==> src/design/u16u8_pkg.sv <==
`timescale 1ns / 1ps
`default_nettype none
// ----------------------------------------------------------------------------
// u16u8_pkg
// Shared types, constants and byte-forming functions of the UTF-16 to UTF-8
// encoder.
// ----------------------------------------------------------------------------
package u16u8_pkg;

  localparam int JobqDepth = 4;
  localparam int JqAw      = $clog2(JobqDepth);
  localparam int CpW       = 21;

  localparam logic [5:0]     SurHiTag  = 6'b110110;
  localparam logic [5:0]     SurLoTag  = 6'b110111;
  localparam logic [CpW-1:0] SurBase   = 21'h10000;
  localparam logic [7:0]     Lead2     = 8'hc0;
  localparam logic [7:0]     Lead3     = 8'he0;
  localparam logic [7:0]     Lead4     = 8'hf0;
  localparam logic [7:0]     ContMark  = 8'h80;

  // One unit of work for the byte sequencer: an optional held high surrogate
  // to flush on its own, then an optional code point.
  typedef struct packed {
    logic           flush_valid;
    logic [9:0]     flush_bits;
    logic           cp_valid;
    logic [CpW-1:0] cp;
    logic           last;
  } job_t;

  function automatic logic [2:0] utf8_len(input logic [CpW-1:0] cp);
    logic [2:0] len;
    if (cp < 21'h80) begin
      len = 3'd1;
    end else if (cp < 21'h800) begin
      len = 3'd2;
    end else if (cp < 21'h10000) begin
      len = 3'd3;
    end else begin
      len = 3'd4;
    end
    return len;
  endfunction

  function automatic logic [7:0] utf8_byte(input logic [CpW-1:0] cp,
                                           input logic [2:0]     len,
                                           input logic [1:0]     idx);
    logic [2:0] grp_sel;
    logic [5:0] grp;
    logic [7:0] b;
    grp_sel = len - 3'd1 - {1'b0, idx};
    case (grp_sel)
      3'd0:    grp = cp[5:0];
      3'd1:    grp = cp[11:6];
      default: grp = cp[17:12];
    endcase
    if (idx == 2'd0) begin
      case (len)
        3'd1:    b = {1'b0, cp[6:0]};
        3'd2:    b = Lead2 | {3'b000, cp[10:6]};
        3'd3:    b = Lead3 | {4'b0000, cp[15:12]};
        default: b = Lead4 | {5'b00000, cp[20:18]};
      endcase
    end else begin
      b = ContMark | {2'b00, grp};
    end
    return b;
  endfunction

endpackage
`default_nettype wire

==> src/design/utf16_to_utf8_encoder_top.sv <==
`timescale 1ns / 1ps
`default_nettype none
// ----------------------------------------------------------------------------
// utf16_to_utf8_encoder_top
// UTF-16 code units in, UTF-8 bytes out, with surrogate pairing or CESU-8.
// ----------------------------------------------------------------------------
// A unit's job is first written into the job queue; its first byte is then
//   loaded into the output register.
// Throughput: one byte per cycle while pop is high and jobs wait, set by
//   the single output register; a unit gives 1 to 6 bytes (0 while held).
// Reset (rst, synchronous, active high) empties the job queue and output
//   register, clears any held surrogate and returns cesu_mode to 0.
// ----------------------------------------------------------------------------
module utf16_to_utf8_encoder_top import u16u8_pkg::*; (
  input  wire logic        clk,
  input  wire logic        rst,
  // Configuration: cesu_mode is written when cfg_we is high.
  input  wire logic        cfg_we,
  input  wire logic        cesu_mode,
  // Input queue side.
  input  wire logic        push,
  output logic             full,
  input  wire logic [15:0] code_unit,
  input  wire logic        last_unit,
  // Output queue side.
  output logic             empty,
  input  wire logic        pop,
  output logic [7:0]       out_byte,
  output logic             last_byte,
  output logic             string_end
);

  // The front end classifies each unit as it arrives and decides, with the
  // held high surrogate, what bytes it causes. It writes that decision as a
  // job into a short queue. A held high surrogate that is not yet resolved
  // causes no job.
  job_t job;
  job_t head;
  logic job_push;
  logic q_pop;
  logic q_full;
  logic q_empty;
  logic pending;

  // Input transfers are refused only when the job queue is full, so the
  // front keeps taking units while the back end is still emitting bytes.
  assign full = q_full;

  u16u8_front u_front (
    .clk       (clk),
    .rst       (rst),
    .cfg_we    (cfg_we),
    .cfg_data  (cesu_mode),
    .push      (push),
    .code_unit (code_unit),
    .last_unit (last_unit),
    .q_full    (q_full),
    .job_push  (job_push),
    .job       (job),
    .pending   (pending)
  );

  u16u8_jobq u_jobq (
    .clk     (clk),
    .rst     (rst),
    .wr_en   (job_push),
    .wr_job  (job),
    .rd_en   (q_pop),
    .head    (head),
    .q_full  (q_full),
    .q_empty (q_empty)
  );

  // The back end walks through the bytes of the job at the queue head: the
  // flushed surrogate first, where there is one, then the code point. Each
  // byte lands in the output register, which is reloaded in the same cycle
  // as its transfer out, so bytes stream without a gap.
  u16u8_back u_back (
    .clk        (clk),
    .rst        (rst),
    .head       (head),
    .q_empty    (q_empty),
    .q_pop      (q_pop),
    .pop        (pop),
    .empty      (empty),
    .out_byte   (out_byte),
    .last_byte  (last_byte),
    .string_end (string_end)
  );

  // The end of a string is always the last byte of its unit.
  a_end_is_last: assert property (@(posedge clk) disable iff (rst)
    !empty |-> (!string_end || last_byte))
    else $error("string_end without last_byte");

  // Nothing is held once the last unit of a string has been taken.
  a_no_pending_after_last: assert property (@(posedge clk) disable iff (rst)
    (push && !full && last_unit) |=> !pending)
    else $error("surrogate still held after last unit");

  // The back end never retires a job from an empty queue.
  a_pop_not_empty: assert property (@(posedge clk) disable iff (rst)
    q_pop |-> !q_empty)
    else $error("job retired from empty queue");

  // Reset leaves no result waiting.
  a_reset_empty: assert property (@(posedge clk)
    rst |=> empty)
    else $error("result waiting after reset");

endmodule
`default_nettype wire

==> src/design/u16u8_front.sv <==
`timescale 1ns / 1ps
`default_nettype none
// ----------------------------------------------------------------------------
// u16u8_front
// Accepts code units, pairs surrogates and queues work for the back end.
// ----------------------------------------------------------------------------
module u16u8_front import u16u8_pkg::*; (
  input  wire logic        clk,
  input  wire logic        rst,
  input  wire logic        cfg_we,
  input  wire logic        cfg_data,
  input  wire logic        push,
  input  wire logic [15:0] code_unit,
  input  wire logic        last_unit,
  input  wire logic        q_full,
  output logic             job_push,
  output job_t             job,
  output logic             pending
);

  logic       cesu_mode;
  logic       high_pending;
  logic       high_pending_next;
  logic [9:0] high_bits;
  logic [9:0] high_bits_next;
  logic       is_hi;
  logic       is_lo;
  logic       accept;

  assign is_hi  = (code_unit[15:10] == SurHiTag);
  assign is_lo  = (code_unit[15:10] == SurLoTag);
  assign accept = push && !q_full;

  always_comb begin
    job.flush_valid   = 1'b0;
    job.flush_bits    = high_bits;
    job.cp_valid      = 1'b0;
    job.cp            = {5'b00000, code_unit};
    job.last          = last_unit;
    high_pending_next = high_pending;
    high_bits_next    = high_bits;
    if (high_pending && is_lo && !cesu_mode) begin
      // Pair completes: one supplementary code point.
      job.cp_valid      = 1'b1;
      job.cp            = SurBase + {1'b0, high_bits, code_unit[9:0]};
      high_pending_next = 1'b0;
    end else begin
      if (high_pending) begin
        job.flush_valid   = 1'b1;
        high_pending_next = 1'b0;
      end
      if (is_hi && !cesu_mode && !last_unit) begin
        high_pending_next = 1'b1;
        high_bits_next    = code_unit[9:0];
      end else begin
        job.cp_valid = 1'b1;
      end
    end
  end

  assign job_push = accept && (job.flush_valid || job.cp_valid);
  assign pending  = high_pending;

  always_ff @(posedge clk) begin
    if (rst) begin
      cesu_mode    <= 1'b0;
      high_pending <= 1'b0;
      high_bits    <= '0;
    end else begin
      if (cfg_we) begin
        cesu_mode <= cfg_data;
      end
      if (accept) begin
        high_pending <= high_pending_next;
        high_bits    <= high_bits_next;
      end
    end
  end

endmodule
`default_nettype wire

==> src/design/u16u8_jobq.sv <==
`timescale 1ns / 1ps
`default_nettype none
// ----------------------------------------------------------------------------
// u16u8_jobq
// Short first-in first-out queue of jobs between front and back end.
// ----------------------------------------------------------------------------
module u16u8_jobq import u16u8_pkg::*; (
  input  wire logic clk,
  input  wire logic rst,
  input  wire logic wr_en,
  input  wire job_t wr_job,
  input  wire logic rd_en,
  output job_t      head,
  output logic      q_full,
  output logic      q_empty
);

  job_t            slots [JobqDepth];
  logic [JqAw-1:0] wr_ptr;
  logic [JqAw-1:0] rd_ptr;
  logic [JqAw:0]   count;

  assign q_full  = (count == (JqAw + 1)'(JobqDepth));
  assign q_empty = (count == '0);
  assign head    = slots[rd_ptr];

  always_ff @(posedge clk) begin
    if (rst) begin
      wr_ptr <= '0;
      rd_ptr <= '0;
      count  <= '0;
    end else begin
      if (wr_en) begin
        wr_ptr <= wr_ptr + 1'b1;
      end
      if (rd_en) begin
        rd_ptr <= rd_ptr + 1'b1;
      end
      if (wr_en && !rd_en) begin
        count <= count + 1'b1;
      end else if (rd_en && !wr_en) begin
        count <= count - 1'b1;
      end
    end
  end

  always_ff @(posedge clk) begin
    if (wr_en) begin
      slots[wr_ptr] <= wr_job;
    end
  end

endmodule
`default_nettype wire

==> src/design/u16u8_back.sv <==
`timescale 1ns / 1ps
`default_nettype none
// ----------------------------------------------------------------------------
// u16u8_back
// Byte sequencer: turns each queued job into UTF-8 bytes, one per cycle while the output is taken.
// ----------------------------------------------------------------------------
module u16u8_back import u16u8_pkg::*; (
  input  wire logic clk,
  input  wire logic rst,
  input  wire job_t head,
  input  wire logic q_empty,
  output logic      q_pop,
  input  wire logic pop,
  output logic      empty,
  output logic [7:0] out_byte,
  output logic      last_byte,
  output logic      string_end
);

  logic           out_valid;
  logic           seg;
  logic [1:0]     idx;
  logic           advance;
  logic           go;
  logic           in_cp_seg;
  logic [CpW-1:0] point;
  logic [2:0]     len;
  logic [7:0]     cur_byte;
  logic           seg_end;
  logic           job_end;

  assign advance   = !out_valid || pop;
  assign go        = advance && !q_empty;
  assign in_cp_seg = seg || !head.flush_valid;
  assign point     = in_cp_seg ? head.cp : {5'b00000, SurHiTag, head.flush_bits};
  assign len       = utf8_len(point);
  assign cur_byte  = utf8_byte(point, len, idx);
  assign seg_end   = ({1'b0, idx} == (len - 3'd1));
  assign job_end   = seg_end && (in_cp_seg || !head.cp_valid);
  assign q_pop     = go && job_end;
  assign empty     = !out_valid;

  always_ff @(posedge clk) begin
    if (rst) begin
      out_valid <= 1'b0;
      seg       <= 1'b0;
      idx       <= '0;
    end else begin
      if (go) begin
        out_valid <= 1'b1;
        if (job_end) begin
          seg <= 1'b0;
          idx <= '0;
        end else if (seg_end) begin
          seg <= 1'b1;
          idx <= '0;
        end else begin
          idx <= idx + 1'b1;
        end
      end else if (pop) begin
        out_valid <= 1'b0;
      end
    end
  end

  always_ff @(posedge clk) begin
    if (go) begin
      out_byte   <= cur_byte;
      last_byte  <= job_end;
      string_end <= job_end && head.last;
    end
  end

endmodule
`default_nettype wire

==> config.mk <==
export PLATFORM = sky130hd
export DESIGN_NAME = utf16_to_utf8_encoder_top
export DESIGN_NICKNAME = d
export VERILOG_FILES = /design/src/design/u16u8_pkg.sv /design/src/design/utf16_to_utf8_encoder_top.sv /design/src/design/u16u8_front.sv /design/src/design/u16u8_jobq.sv /design/src/design/u16u8_back.sv
export SDC_FILE = /design/constraint.sdc
export NUM_CORES = 1
export LEC_CHECK = 0
export CORE_MARGIN = 3
export CORE_UTILIZATION = 50
export CTS_CLUSTER_SIZE = 40
export DETAILED_ROUTE_END_ITERATION = 7
export DONT_BUFFER_PORTS = 1
export PLACE_DENSITY = 0.62
export SLEW_MARGIN = 15
export SYNTH_ARGS = -nofsm -noshare
export SYNTH_HDL_FRONTEND = slang
export SYNTH_SLANG_ARGS = --single-unit
==> constraint.sdc <==
create_clock -name clk -period 8.2 [get_ports clk]
set_clock_uncertainty 0.15 [all_clocks]
set_input_delay 0.41 -clock clk [delete_from_list [all_inputs] [get_ports clk]]
set_output_delay 0.41 -clock clk [all_outputs]
set_load 0.02 [all_outputs]
# Word-level counts from Yosys, hierarchy flattened
# Memory sizes are Yosys's and may differ from the RTL's. A register that Yosys moved wholly into a read port is not among the register bits.
# Index checks and enable logic that the tools add are counted.
word_totals:
  memories: 1
  elab_cells: 93
  in_bits: 23
  mem_bits_rw: 136
  output_inout_bits: 12
  ff_bits: 33
op_classes:
  order_cmp: 3
  eq_ne: 8
  mux: 26
  n_reduce_logical: 33
  add_sub_neg: 8
  bitwise_logic: 1
memory_table:
  columns: ["name", "words", "width", "rd", "rd_ports_with_merged_regs", "wr", "line_no", "text"]
  rows:
  - ["u_jobq.slots", 4, 34, 1, 1, 1, "u16u8_jobq.sv:18", "job_t slots [JobqDepth];"]
op_table:
  columns: ["op", "count"]
  rows:
  - ["21-bit two-way mux", 2]
  - ["8-bit case mux with 3 select lines", 1]
  - ["17-bit by 20-bit adder with 21-bit output, first input constant", 1]
  - ["21-bit by 12-bit less-than comparator with 1-bit output, second input constant", 1]
  - ["21-bit by 17-bit less-than comparator with 1-bit output, second input constant", 1]
  - ["21-bit by 8-bit less-than comparator with 1-bit output, second input constant", 1]
  - ["3-bit two-way mux", 5]
  - ["6-bit equality test, second input constant", 2]
  - ["1-bit logical AND", 12]
  - ["1-bit two-way mux", 12]
  - ["6-bit case mux with 2 select lines", 1]
  - ["1-bit logical NOT", 9]
  - ["2-bit two-way mux", 4]
  - ["2-bit by 1-bit adder with 2-bit output, second input constant", 3]
  - ["3-bit by 1-bit equality test with 1-bit output, second input constant", 2]
  - ["3-bit by 2-bit equality test with 1-bit output, second input constant", 2]
  - ["3-bit logical NOT", 2]
  - ["6-bit two-way mux", 1]
  - ["2-bit nonzero test", 3]
  - ["3-bit by 1-bit subtractor with 3-bit output, second input constant", 2]
  - ["1-bit logical OR", 4]
  - ["3-bit by 1-bit adder with 3-bit output, second input constant", 1]
  - ["2-bit by 3-bit equality test with 1-bit output", 1]
  - ["3-bit equality test, second input constant", 1]
  - ["other kinds (5)", 5]

# Logic depth before layout (Yosys ltp)
# Gate-level depths: netlist of the first run.
depth:
  depth_word: 14
  mapped_depth: 21
  ltp_nobuf: 18

# Cells and area by module
# A second synthesis of the first run with hierarchy kept.
unflattened:
  cells_unflattened: 453
  hier_area_um2: 7440.9
by_module_without_submodules:
  columns: ["mod", "instances", "cells_per_inst", "area_per_inst_um2", "seq_area_each_um2"]
  rows:
  - ["u16u8_jobq", 1, 222, 5383.9, 4264.1]
  - ["u16u8_back", 1, 135, 1283.7, 380.4]
  - ["u16u8_front", 1, 96, 773.2, 240.2]

# Worst setup path after synthesis of the first run
# OpenSTA, ideal clock, no wires.
synth_timing:
  kind: "flip-flop to flip-flop"
  startpoint: "reg with a tool-made name"
  endpoint: "reg u_jobq.count[2]"
  t_required_ns: 7.980
  path_stages_with_launch: 20
  slack_ns: 3.547
  setup_time_ns: 0.070
  synth_period_minus_slack_ns: 4.653
  arrival_ns: 4.433
  path_cell_list: "dfxtp_1 -> buf_2 -> mux2_2 -> a22oi_1 -> mux4_2 -> a21oi_1 -> nand4_1 -> and2_1 -> ha_1 -> inv_1 -> ha_1 -> nand2_1 -> nor2_1 -> nand3_2 -> ha_1 -> inv_1 -> fa_1 -> xor2_1 -> or3_1 -> a21oi_1"
synth_lines:
  columns: ["item", "line_no", "text"]
  rows:
  - ["to (signal assigned)", "u16u8_jobq.sv:40", "count <= count + 1'b1;"]
  - ["to (signal assigned)", "u16u8_jobq.sv:42", "count <= count - 1'b1;"]
  - ["to (decl)", "u16u8_jobq.sv:21", "logic [JqAw:0] count;"]

==> results.json, run 1 <==
{
  "worst_slack_ps": 2683,
  "portBuffers": 0,
  "wire_length_reported_by_the_detailed_router_mm": 15.84,
  "synth_flop_cell": "sky130_fd_sc_hd__edfxtp_1",
  "drtAntennaViolNets": 0,
  "grt_pass1_vias": 4316,
  "setup_viol_count_final": 0,
  "synth-async-reset-ratio": 0,
  "synth.yosys.seq_area_share": 0.6641,
  "wl_per_cell_um": 22.37,
  "tritoncts.num_buffers": 17,
  "route.detailed.drc": 0,
  "timing.reg2reg.worst_path_depth": 15,
  "fmax_mhz": 181.2,
  "die-width_um": 127.3,
  "timing.final.max_slew_violations": 0,
  "grt_antenna_before_repair": 0,
  "first_pass_iters": 6,
  "cp-start-kind": "flop",
  "final_core_utilization": 0.5876,
  "ys_ff_latch": 171,
  "timing.reg2reg.setup_slack_ps": 2680,
  "routabilityCongestion": 0.8679,
  "design_area_sq_mm": 0.008314,
  "grt_pass1_wl_mm": 25.07,
  "final.fill_count": 1106,
  "post-dp-hpwl_mm": 10.40,
  "critical_path.reg2reg.endpoint": "u_back.out_byte[5]$_DFFE_PP_",
  "route.vias.total": 4191,
  "critical_path.n_buffers_inverters": 1,
  "synth_cells": 493,
  "clkSlewWorstSetupHoldPaths_ps": 60,
  "number_of_nets_at_the_end_of_the_flow": 552,
  "tritoncts_clock_tree": "built",
  "cpMostUsedCell": "sky130_fd_sc_hd__a311oi_1",
  "dpl.cell_count": 661,
  "io_pins": 35,
  "h-tree-depth": 4,
  "crit_type": "flop to flop",
  "synth_cell_type_count": 57,
  "gr-total-overflow": 0,
  "crit_cells": 15,
  "post-layout-total-power_mw": 2.780,
  "hold_slack_final_ps": 105.6,
  "kind_of_end_point_of_the_critical_path": "flop",
  "detailedPlace.worstSlack_ps": 2725,
  "stdcell_count": 708,
  "drive_gt1_frac": 0.1402,
  "clk_latency_ps": 420,
  "synth_enable_flop_cells": 146,
  "peakVddDrop_uv": 170.3,
  "crit_fanout": 18,
  "ys_warn_count": 0,
  "placedInstanceArea_sq_mm": 0.007550,
  "max_slew.worst_pin.slew_ps": 1014,
  "slew-limit-headroom": 0.3232,
  "timing.hold.worst.class": "input pin to flop",
  "rsz0062_at_grt": "false",
  "detail_route.iter0.violations": 369,
  "area_growth_syn_to_layout_pct": 13.03,
  "number_of_standard_cell_rows_in_the_floorplan": 43,
  "core_area_sq_mm": 0.01415,
  "crit_path_cell_trace": "mux2_2 > a22oi_1 > mux4_2 > a21oi_1 > nand4_1 > and2_1 > ha_1 > inv_1 > fa_1 > xor2_1 > nor2b_1 > mux2i_1 > a211oi_1 > a311oi_1 > a311oi_1",
  "clock_buffer_depth": 2,
  "post_synth.cell_area_avg_sq_um": 14.92,
  "cp_data_arrival_time_ps": 5510,
  "outcome": "finished, final reports clean",
  "cts_sinks": 171,
  "worst_ep_required_time_ps": 8190,
  "vias_per_cell": 5.919,
  "tns_ps": 0,
  "layout_worst_path_cycle_share": 0.6728,
  "crit_path_end": "u_back.out_byte[5]$_DFFE_PP_",
  "final_hold_viol_count": 0,
  "global_route.usage.total": 0.2093,
  "initial_utilization": 0.5199,
  "p_leak_nw": 2.877,
  "synthesis.area_sq_mm": 0.007356,
  "cts_repair_resize_count": 0,
  "worst_path_dominant_cell_family": "multiplexers",
  "antenna_cells_inserted": 0,
  "pwr_density_cell_mw_per_mm2": 334.4,
  "cpMaxStageDelayCell": "sky130_fd_sc_hd__dfxtp_1",
  "maxCapViolations": 0,
  "grt_max_degree": 36,
  "syn-num-nets": 530,
  "timing.critical_path.slowest_cell_delay_ps": 880,
  "cts.root.buffer_cell": "sky130_fd_sc_hd__clkbuf_16",
  "period_needed_ps": 5517,
  "fp.dieArea_sq_mm": 0.01620,
  "die_y_um": 127.3
}
==> Yosys cell counts (3+ instances only) <==
library cell                 n  area share
sky130_fd_sc_hd__edfxtp_1  146        0.60
sky130_fd_sc_hd__nor2_1     40       0.020
sky130_fd_sc_hd__mux2i_1    31       0.042
sky130_fd_sc_hd__dfxtp_1    25       0.068
sky130_fd_sc_hd__nand2_1    25       0.013
sky130_fd_sc_hd__inv_1      20       0.010
sky130_fd_sc_hd__mux4_2     19       0.058
sky130_fd_sc_hd__a21oi_1    16       0.011
sky130_fd_sc_hd__ha_1       12       0.020
sky130_fd_sc_hd__and2_1     10      0.0085
sky130_fd_sc_hd__mux2_2     10       0.015
sky130_fd_sc_hd__nand3_1     9      0.0061
sky130_fd_sc_hd__clkbuf_1    8      0.0041
sky130_fd_sc_hd__nor3_1      8      0.0054
sky130_fd_sc_hd__nand3b_1    7      0.0071
sky130_fd_sc_hd__o21ai_0     7      0.0048
sky130_fd_sc_hd__o22ai_1     7      0.0060
sky130_fd_sc_hd__a31oi_1     6      0.0051
sky130_fd_sc_hd__xor2_1      6      0.0071
sky130_fd_sc_hd__a211oi_1    5      0.0051
sky130_fd_sc_hd__a311oi_1    5      0.0060
sky130_fd_sc_hd__buf_1       5      0.0026
sky130_fd_sc_hd__buf_2       4      0.0027
sky130_fd_sc_hd__nand2b_1    4      0.0034
sky130_fd_sc_hd__a211o_1     3      0.0036
sky130_fd_sc_hd__a31o_2      3      0.0036
sky130_fd_sc_hd__a32o_1      3      0.0041
sky130_fd_sc_hd__and3_1      3      0.0026
sky130_fd_sc_hd__and3b_1     3      0.0036
sky130_fd_sc_hd__nand4_1     3      0.0026
sky130_fd_sc_hd__nor2b_1     3      0.0026
==> worst reg2reg max path: cells and delay by family, from the launching register on <==
kind	cells	cell delay (ps)
AOI/OAI and AO/OA	5	1010
xor gates and xnor gates	1	180
adders and majority gates	2	680
buffers and inverters	1	60
DFF	1	880
muxes	3	1270
and+or+nand+nor	3	1020
==> power by group <==
part	internal, mW	leakage [nW]	total, mW	switching [mW]
clock	0.515	0.294	0.823	0.308
combinational	0.298	1.01	0.795	0.497
sequential	1.09	1.57	1.16	0.0731
total	1.90	2.88	2.78	0.878
==> routing by layer <==
layer | track usage | vias to the layer above | routed length [um]
met3 | 0.05142 | 29 | 822
li1 | - | 1958 | -
met4 | 0.07950 | 0 | 324
met5 | 0 | - | 0
met1 | 0.2853 | 2079 | 7075
met2 | 0.3280 | 125 | 7614
==> final cells by class <==
cell class / count / area, sq um / share of cell area
flip-flops and latches: 171 / 4886 / 0.5877
multi-input cells: 282 / 2303 / 0.2771
inverters: 20 / 75.07 / 0.009029
repair buffers: 23 / 220.2 / 0.02649
clock inverters: 9 / 146.4 / 0.01761
clock buffers: 23 / 457.9 / 0.05508
well taps: 180 / 225.2 / 0.02709
==> worst min path at each step <==
| stage | slack (ps) | from | depth (start not counted) | to |
|---|---|---|---|---|
| 2_1_floorplan | 290 | u_back.out_valid$_SDFFE_PP0P_ | 2 | u_back.out_valid$_SDFFE_PP0P_ |
| 3_3_place_gp | 300 | u_back.out_valid$_SDFFE_PP0P_ | 2 | u_back.out_valid$_SDFFE_PP0P_ |
| 3_5_place_dp | 310 | u_back.out_valid$_SDFFE_PP0P_ | 2 | u_back.out_valid$_SDFFE_PP0P_ |
| 4_1_cts | 90 | code_unit[11] | 1 | u_jobq.slots[1][12]$_DFFE_PP_ |
| 5_1_grt | 110 | rst | 2 | u_jobq.wr_ptr[1]$_SDFFE_PP0P_ |
| 6_report | 110 | code_unit[11] | 1 | u_jobq.slots[1][12]$_DFFE_PP_ |
==> kinds of logic after synthesis <==
group | synth area share
flops | 0.6641
simple gates | 0.08964
compound gates | 0.06991
mux | 0.1157
buf+inv | 0.02313
fa+ha+maj | 0.02585
xor+xnor | 0.01174
==> cells in the final DEF, fill, tap and decap left out, types with 4 or more instances in the layout <==
cell type	n
sky130_fd_sc_hd__and2_1	10
sky130_fd_sc_hd__a311oi_1	5
sky130_fd_sc_hd__clkbuf_1	5
sky130_fd_sc_hd__mux2i_1	31
sky130_fd_sc_hd__a211oi_1	5
sky130_fd_sc_hd__bufinv_16	4
sky130_fd_sc_hd__mux4_2	19
sky130_fd_sc_hd__edfxtp_1	146
sky130_fd_sc_hd__nand3b_1	7
sky130_fd_sc_hd__a31oi_1	6
sky130_fd_sc_hd__nand2_1	25
sky130_fd_sc_hd__nor2_1	39
sky130_fd_sc_hd__nor3_1	8
sky130_fd_sc_hd__dfxtp_1	24
sky130_fd_sc_hd__nand2b_1	4
sky130_fd_sc_hd__dlygate4sd3_1	14
sky130_fd_sc_hd__a21oi_1	16
sky130_fd_sc_hd__mux2_2	10
sky130_fd_sc_hd__o22ai_1	7
sky130_fd_sc_hd__o21ai_0	7
sky130_fd_sc_hd__clkbuf_16	17
sky130_fd_sc_hd__nand3_1	9
sky130_fd_sc_hd__buf_4	8
sky130_fd_sc_hd__inv_1	20
sky130_fd_sc_hd__xor2_1	6
sky130_fd_sc_hd__ha_1	12
==> flip-flops by register name, summed over array words and instances (netlist names), named ones only <==
| signal | cells |
|---|---|
| u_jobq.wr_ptr | 2 |
| u_jobq.count | 3 |
| u_jobq.slots | 136 |
| u_back.seg | 1 |
| u_back.string_end | 1 |
| u_back.out_valid | 1 |
| u_back.last_byte | 1 |
| u_jobq.rd_ptr | 2 |
| u_front.cesu_mode | 1 |
| u_front.pending | 1 |
| u_back.out_byte | 8 |
| u_front.high_bits | 10 |
| u_back.idx | 2 |
==> repair_timing <==
action,CTS,global route
hold buffers,15,0
setup buffers,0,0
endpoints found under the hold margin,69,0
(Power assumes the default switching activity.)
==> run 2: changes to the inputs <==
- PLACE_DENSITY: 0.62 -> 0.65
- clock period: 8.2 -> 4.73 ns (I/O delays scaled with it)
==> results.json, run 2 (synthesized netlist as in run 1, its figures left out) <==
{
  "largestRegisters": "u_jobq.slots: 136 flops, u_front.high_bits: 10 flops, u_back.out_byte: 8 flops",
  "route.detailed.drc": 0,
  "final_hold_viol_count": 0,
  "worst_path_dominant_cell_family": "simple AND/OR/NAND/NOR gates",
  "global_route.usage.met3": 0.04013,
  "wire_length_reported_by_the_detailed_router_mm": 16.14,
  "global_route.usage.total": 0.2097,
  "design_area_sq_mm": 0.008637,
  "initial_utilization": 0.5199,
  "layout_worst_path_cycle_share": 0.9535,
  "route.vias.total": 4382,
  "placedInstanceArea_sq_mm": 0.007686,
  "vias_per_cell": 5.954,
  "cp-start-kind": "flop",
  "crit_type": "flop to flop",
  "clkSlewWorstSetupHoldPaths_ps": 60,
  "detail_route.iter0.violations": 529,
  "tritoncts.num_buffers": 17,
  "worst_slack_ps": 220.1,
  "kind_of_end_point_of_the_critical_path": "flop",
  "grt_pass1_vias": 4457,
  "max_slew.worst_pin.slew_ps": 921.9,
  "tritoncts_clock_tree": "built",
  "cp_data_arrival_time_ps": 4550,
  "mostFrequentLayoutCells": "sky130_fd_sc_hd__edfxtp_1, sky130_fd_sc_hd__nor2_1, sky130_fd_sc_hd__mux2i_1",
  "cts_sinks": 171,
  "hold_slack_final_ps": 110.4,
  "drtAntennaViolNets": 0,
  "tns_ps": 0,
  "critical_path.n_buffers_inverters": 3,
  "period_needed_ps": 4510,
  "fmax_mhz": 221.7,
  "number_of_nets_at_the_end_of_the_flow": 580,
  "crit_fanout": 7,
  "p_leak_nw": 3.027,
  "first_pass_iters": 5,
  "grt_antenna_before_repair": 0,
  "cts.root.buffer_cell": "sky130_fd_sc_hd__clkbuf_16",
  "post-dp-hpwl_mm": 10.66,
  "timing.critical_path.slowest_cell_delay_ps": 530,
  "timing.hold.worst.class": "input pin to flop",
  "clock_buffer_depth": 2,
  "area_growth_syn_to_layout_pct": 17.42,
  "final.fill_count": 1078,
  "global_route.usage.met2": 0.3227,
  "antenna_cells_inserted": 0,
  "core_area_sq_mm": 0.01415,
  "worst_ep_required_time_ps": 4770,
  "outcome": "finished, final reports clean",
  "grt_max_degree": 35,
  "layout_commonest_cell": "sky130_fd_sc_hd__edfxtp_1",
  "maxCapViolations": 0,
  "fp.dieArea_sq_mm": 0.01620,
  "io_pins": 35,
  "die-width_um": 127.3,
  "die_y_um": 127.3,
  "crit_path_cell_trace": "buf_4 > mux4_2 > or4_4 > nor3_1 > nand4_1 > and2_1 > ha_1 > inv_1 > fa_1 > xor2_2 > nor2b_1 > mux2i_1 > buf_4 > a211oi_1 > a311oi_1 > a311oi_1",
  "grt_pass1_wl_mm": 25.24,
  "wl_per_cell_um": 21.93,
  "grt_most_used_layer": "met2",
  "met1_usage": 0.2985,
  "gr-total-overflow": 0,
  "h-tree-depth": 4,
  "pwr_density_cell_mw_per_mm2": 578.5,
  "drive_gt1_frac": 0.1799,
  "clk_latency_ps": 420,
  "rsz0062_at_grt": "false",
  "setup_viol_count_final": 0,
  "largest_register_ff_count": 136,
  "portBuffers": 0,
  "slew-limit-headroom": 0.3848,
  "routabilityCongestion": 0.9031,
  "peakVddDrop_uv": 273.0,
  "cpMaxStageDelayCell": "sky130_fd_sc_hd__mux4_2",
  "timing.final.max_slew_violations": 0,
  "final_core_utilization": 0.6104,
  "register_ranked_first_by_flip_flop_count": "u_jobq.slots",
  "number_of_standard_cell_rows_in_the_floorplan": 43,
  "detailedPlace.worstSlack_ps": -45.00
}
-- run 2: area by class of cell --
cell class              instances  area, sq um  share of cell area
clock buffers                  21        460.4             0.05331
multi-input cells             282         2326              0.2693
well taps                     180        225.2             0.02608
flip-flops and latches        171         4890              0.5661
repair buffers                 51        491.7             0.05693
inverters                      20        75.07            0.008692
clock inverters                11        168.9             0.01956
-- run 2: stage by stage --
stage | instances | total power [mW]
floorplan | 493 | 3.043
global placement | 677 | 3.454
detailed placement | 677 | 3.487
CTS | 735 | 4.987
global route | 736 | 5.250
finish | 736 | 4.997
-- run 2: worst paths after layout --
path	startpoint	to	slack [ps]	cells past startpoint
setup / recovery	flop	u_back.out_byte[5]$_DFFE_PP_	220	16
hold / removal	last_unit	u_jobq.slots[1][22]$_DFFE_PP_	110	2
setup reg to reg	flop	u_back.out_byte[5]$_DFFE_PP_	220	16
hold reg to reg	u_jobq.count[2]$_SDFFE_PP0P_	u_jobq.count[2]$_SDFFE_PP0P_	370	2
-- run 2: layer usage --
metal  up-vias  part of all wire
li1       2004                 -
met1      2216              0.45
met2       142              0.48
met3        20             0.045
met4         0             0.020
met5         -                 0
-- run 2: worst register-to-register path, cell delays in order (launching register included) --
cell and delay, ps:
sky130_fd_sc_hd__dfxtp_4 430, sky130_fd_sc_hd__buf_4 150, sky130_fd_sc_hd__mux4_2 530, sky130_fd_sc_hd__or4_4 470, sky130_fd_sc_hd__nor3_1 180, sky130_fd_sc_hd__nand4_1 150, sky130_fd_sc_hd__and2_1 200, sky130_fd_sc_hd__ha_1 280
sky130_fd_sc_hd__inv_1 70, sky130_fd_sc_hd__fa_1 430, sky130_fd_sc_hd__xor2_2 190, sky130_fd_sc_hd__nor2b_1 180, sky130_fd_sc_hd__mux2i_1 90, sky130_fd_sc_hd__buf_4 170, sky130_fd_sc_hd__a211oi_1 180, sky130_fd_sc_hd__a311oi_1 80
sky130_fd_sc_hd__a311oi_1 340
-- run 2: timing repair --
item,CTS,global route
pin swaps,0,1
resized for setup,2,5
setup buffers,0,0
endpoints found under the setup margin,1,3
endpoints found under the hold margin,93,0
hold buffers,26,0
cloned,0,1
-- run 2: power by group --
group / switching [mW] / internal, mW / total [mW]
Clock: 0.549 / 0.912 / 1.46
Sequential: 0.133 / 1.89 / 2.02
Combinational: 0.896 / 0.617 / 1.51
Total: 1.58 / 3.42 / 5.00
==> run 3: changes to the inputs <==
- BUFFER_PORTS_ARGS: default -> -buffer_cell sky130_fd_sc_hd__buf_2
- DONT_BUFFER_PORTS: 1 -> default
- PLACE_DENSITY: 0.65 -> 0.67
==> results.json, run 3 (synthesized netlist as in run 1, its figures left out) <==
{
  "outcome": "finished, final reports clean",
  "number_of_standard_cell_rows_in_the_floorplan": 43,
  "cts_sinks": 171,
  "grt_pass1_wl_mm": 25.49,
  "slew-limit-headroom": 0.3673,
  "crit_type": "flop to flop",
  "tritoncts.num_buffers": 17,
  "worst_slack_ps": 297.7,
  "post-dp-hpwl_mm": 10.78,
  "crit_fanout": 22,
  "grt_antenna_before_repair": 0,
  "pwr_density_cell_mw_per_mm2": 572.6,
  "mostFrequentLayoutCells": "sky130_fd_sc_hd__edfxtp_1, sky130_fd_sc_hd__nor2_1, sky130_fd_sc_hd__buf_2",
  "portBuffers": 34,
  "number_of_nets_at_the_end_of_the_flow": 600,
  "core_area_sq_mm": 0.01415,
  "peakVddDrop_uv": 331.5,
  "drive_gt1_frac": 0.2292,
  "drtAntennaViolNets": 0,
  "final_core_utilization": 0.6085,
  "cp_data_arrival_time_ps": 4630,
  "placedInstanceArea_sq_mm": 0.007844,
  "cp-start-kind": "flop",
  "io_pins": 35,
  "tritoncts_clock_tree": "built",
  "timing.reg2reg.setup_slack_ps": 300,
  "layout_commonest_cell": "sky130_fd_sc_hd__edfxtp_1",
  "clkSlewWorstSetupHoldPaths_ps": 60,
  "global_route.usage.total": 0.2115,
  "die-width_um": 127.3,
  "first_pass_iters": 5,
  "clk_latency_ps": 420,
  "maxCapViolations": 0,
  "layout_worst_path_cycle_share": 0.9371,
  "route.detailed.drc": 0,
  "max_slew.worst_pin.slew_ps": 948.1,
  "routabilityCongestion": 0.8261,
  "clock_buffer_depth": 2,
  "wire_length_reported_by_the_detailed_router_mm": 16.04,
  "post-layout-total-power_mw": 4.929,
  "largest_register_ff_count": 136,
  "final.fill_count": 1050,
  "timing.hold.worst.class": "input pin to flop",
  "grt_max_degree": 35,
  "route.vias.total": 4395,
  "cts.root.buffer_cell": "sky130_fd_sc_hd__clkbuf_16",
  "fp.dieArea_sq_mm": 0.01620,
  "hold_slack_final_ps": 39.16,
  "setup_viol_count_final": 0,
  "largestRegisters": "u_jobq.slots: 136 flops, u_front.high_bits: 10 flops, u_back.out_byte: 8 flops",
  "p_leak_nw": 3.073,
  "fmax_mhz": 225.6,
  "rsz0062_at_grt": "false",
  "timing.final.max_slew_violations": 0,
  "h-tree-depth": 4,
  "area_growth_syn_to_layout_pct": 17.04,
  "wl_per_cell_um": 21.22,
  "dpl.cell_count": 710,
  "worst_ep_required_time_ps": 4930,
  "final_hold_viol_count": 0,
  "tns_ps": 0,
  "detail_route.iter0.violations": 494,
  "vias_per_cell": 5.813,
  "detailedPlace.worstSlack_ps": -7.248,
  "grt_pass1_vias": 4492,
  "kind_of_end_point_of_the_critical_path": "flop",
  "period_needed_ps": 4432,
  "register_ranked_first_by_flip_flop_count": "u_jobq.slots",
  "stdcell_count": 756,
  "initial_utilization": 0.5199,
  "design_area_sq_mm": 0.008610,
  "gr-total-overflow": 0,
  "die_y_um": 127.3,
  "antenna_cells_inserted": 0
}
run 3: worst paths after layout:
path,from,to,cells after the start
setup / recovery,flop,u_jobq.count[2]$_SDFFE_PP0P_,18
setup reg to reg,flop,u_jobq.count[2]$_SDFFE_PP0P_,18
hold reg to reg,u_back.out_valid$_SDFFE_PP0P_,u_back.out_valid$_SDFFE_PP0P_,2
hold / removal,code_unit[11],u_jobq.slots[1][12]$_DFFE_PP_,2
run 3: timing repair:
action                                  in CTS  in global routing
gates resized for setup                      1                  6
endpoints found under the hold margin       56                  0
hold buffers                                14                  0
pin swaps                                    0                  0
endpoints found under the setup margin       1                  7
setup buffers                                0                  0
run 3: area by class of cell:
class	count	area [sq um]	share of cell area
Clock buffer	20	456.7	0.05304
Multi-Input combinational cell	282	2322	0.2697
Sequential cell	171	4890	0.5679
Inverter	20	75.07	0.008720
Timing Repair Buffer	71	495.5	0.05755
Clock inverter	12	145.1	0.01686
Tap cell	180	225.2	0.02616
run 3: layer usage:
layer | vias up | global-route usage | wire, um
met4 | 0 | 0.08076 | 343
met3 | 24 | 0.04097 | 1110
met2 | 182 | 0.3382 | 7789
li1 | 2041 | - | -
met5 | - | 0 | 0
met1 | 2148 | 0.2897 | 6796
run 3: worst max-delay path: stages (launching register included):
cell,delay [ps]
sky130_fd_sc_hd__dfxtp_2,460
sky130_fd_sc_hd__buf_4,350
sky130_fd_sc_hd__nor2b_1,190
sky130_fd_sc_hd__a311oi_1,640
sky130_fd_sc_hd__a21oi_1,140
sky130_fd_sc_hd__nand4_1,160
sky130_fd_sc_hd__nand2_1,120
sky130_fd_sc_hd__ha_1,300
sky130_fd_sc_hd__inv_1,60
sky130_fd_sc_hd__ha_1,300
sky130_fd_sc_hd__nand2_1,70
sky130_fd_sc_hd__nor2_1,50
sky130_fd_sc_hd__nand3_2,110
sky130_fd_sc_hd__ha_1,190
sky130_fd_sc_hd__inv_1,60
sky130_fd_sc_hd__fa_1,370
sky130_fd_sc_hd__xor2_1,180
sky130_fd_sc_hd__or3_1,310
sky130_fd_sc_hd__a21oi_1,150
run 3: power breakdown:
part / switching, mW / internal [mW] / total [mW]
clock network: 0.552 / 0.854 / 1.41
registers: 0.0804 / 1.89 / 1.97
logic: 0.942 / 0.615 / 1.56
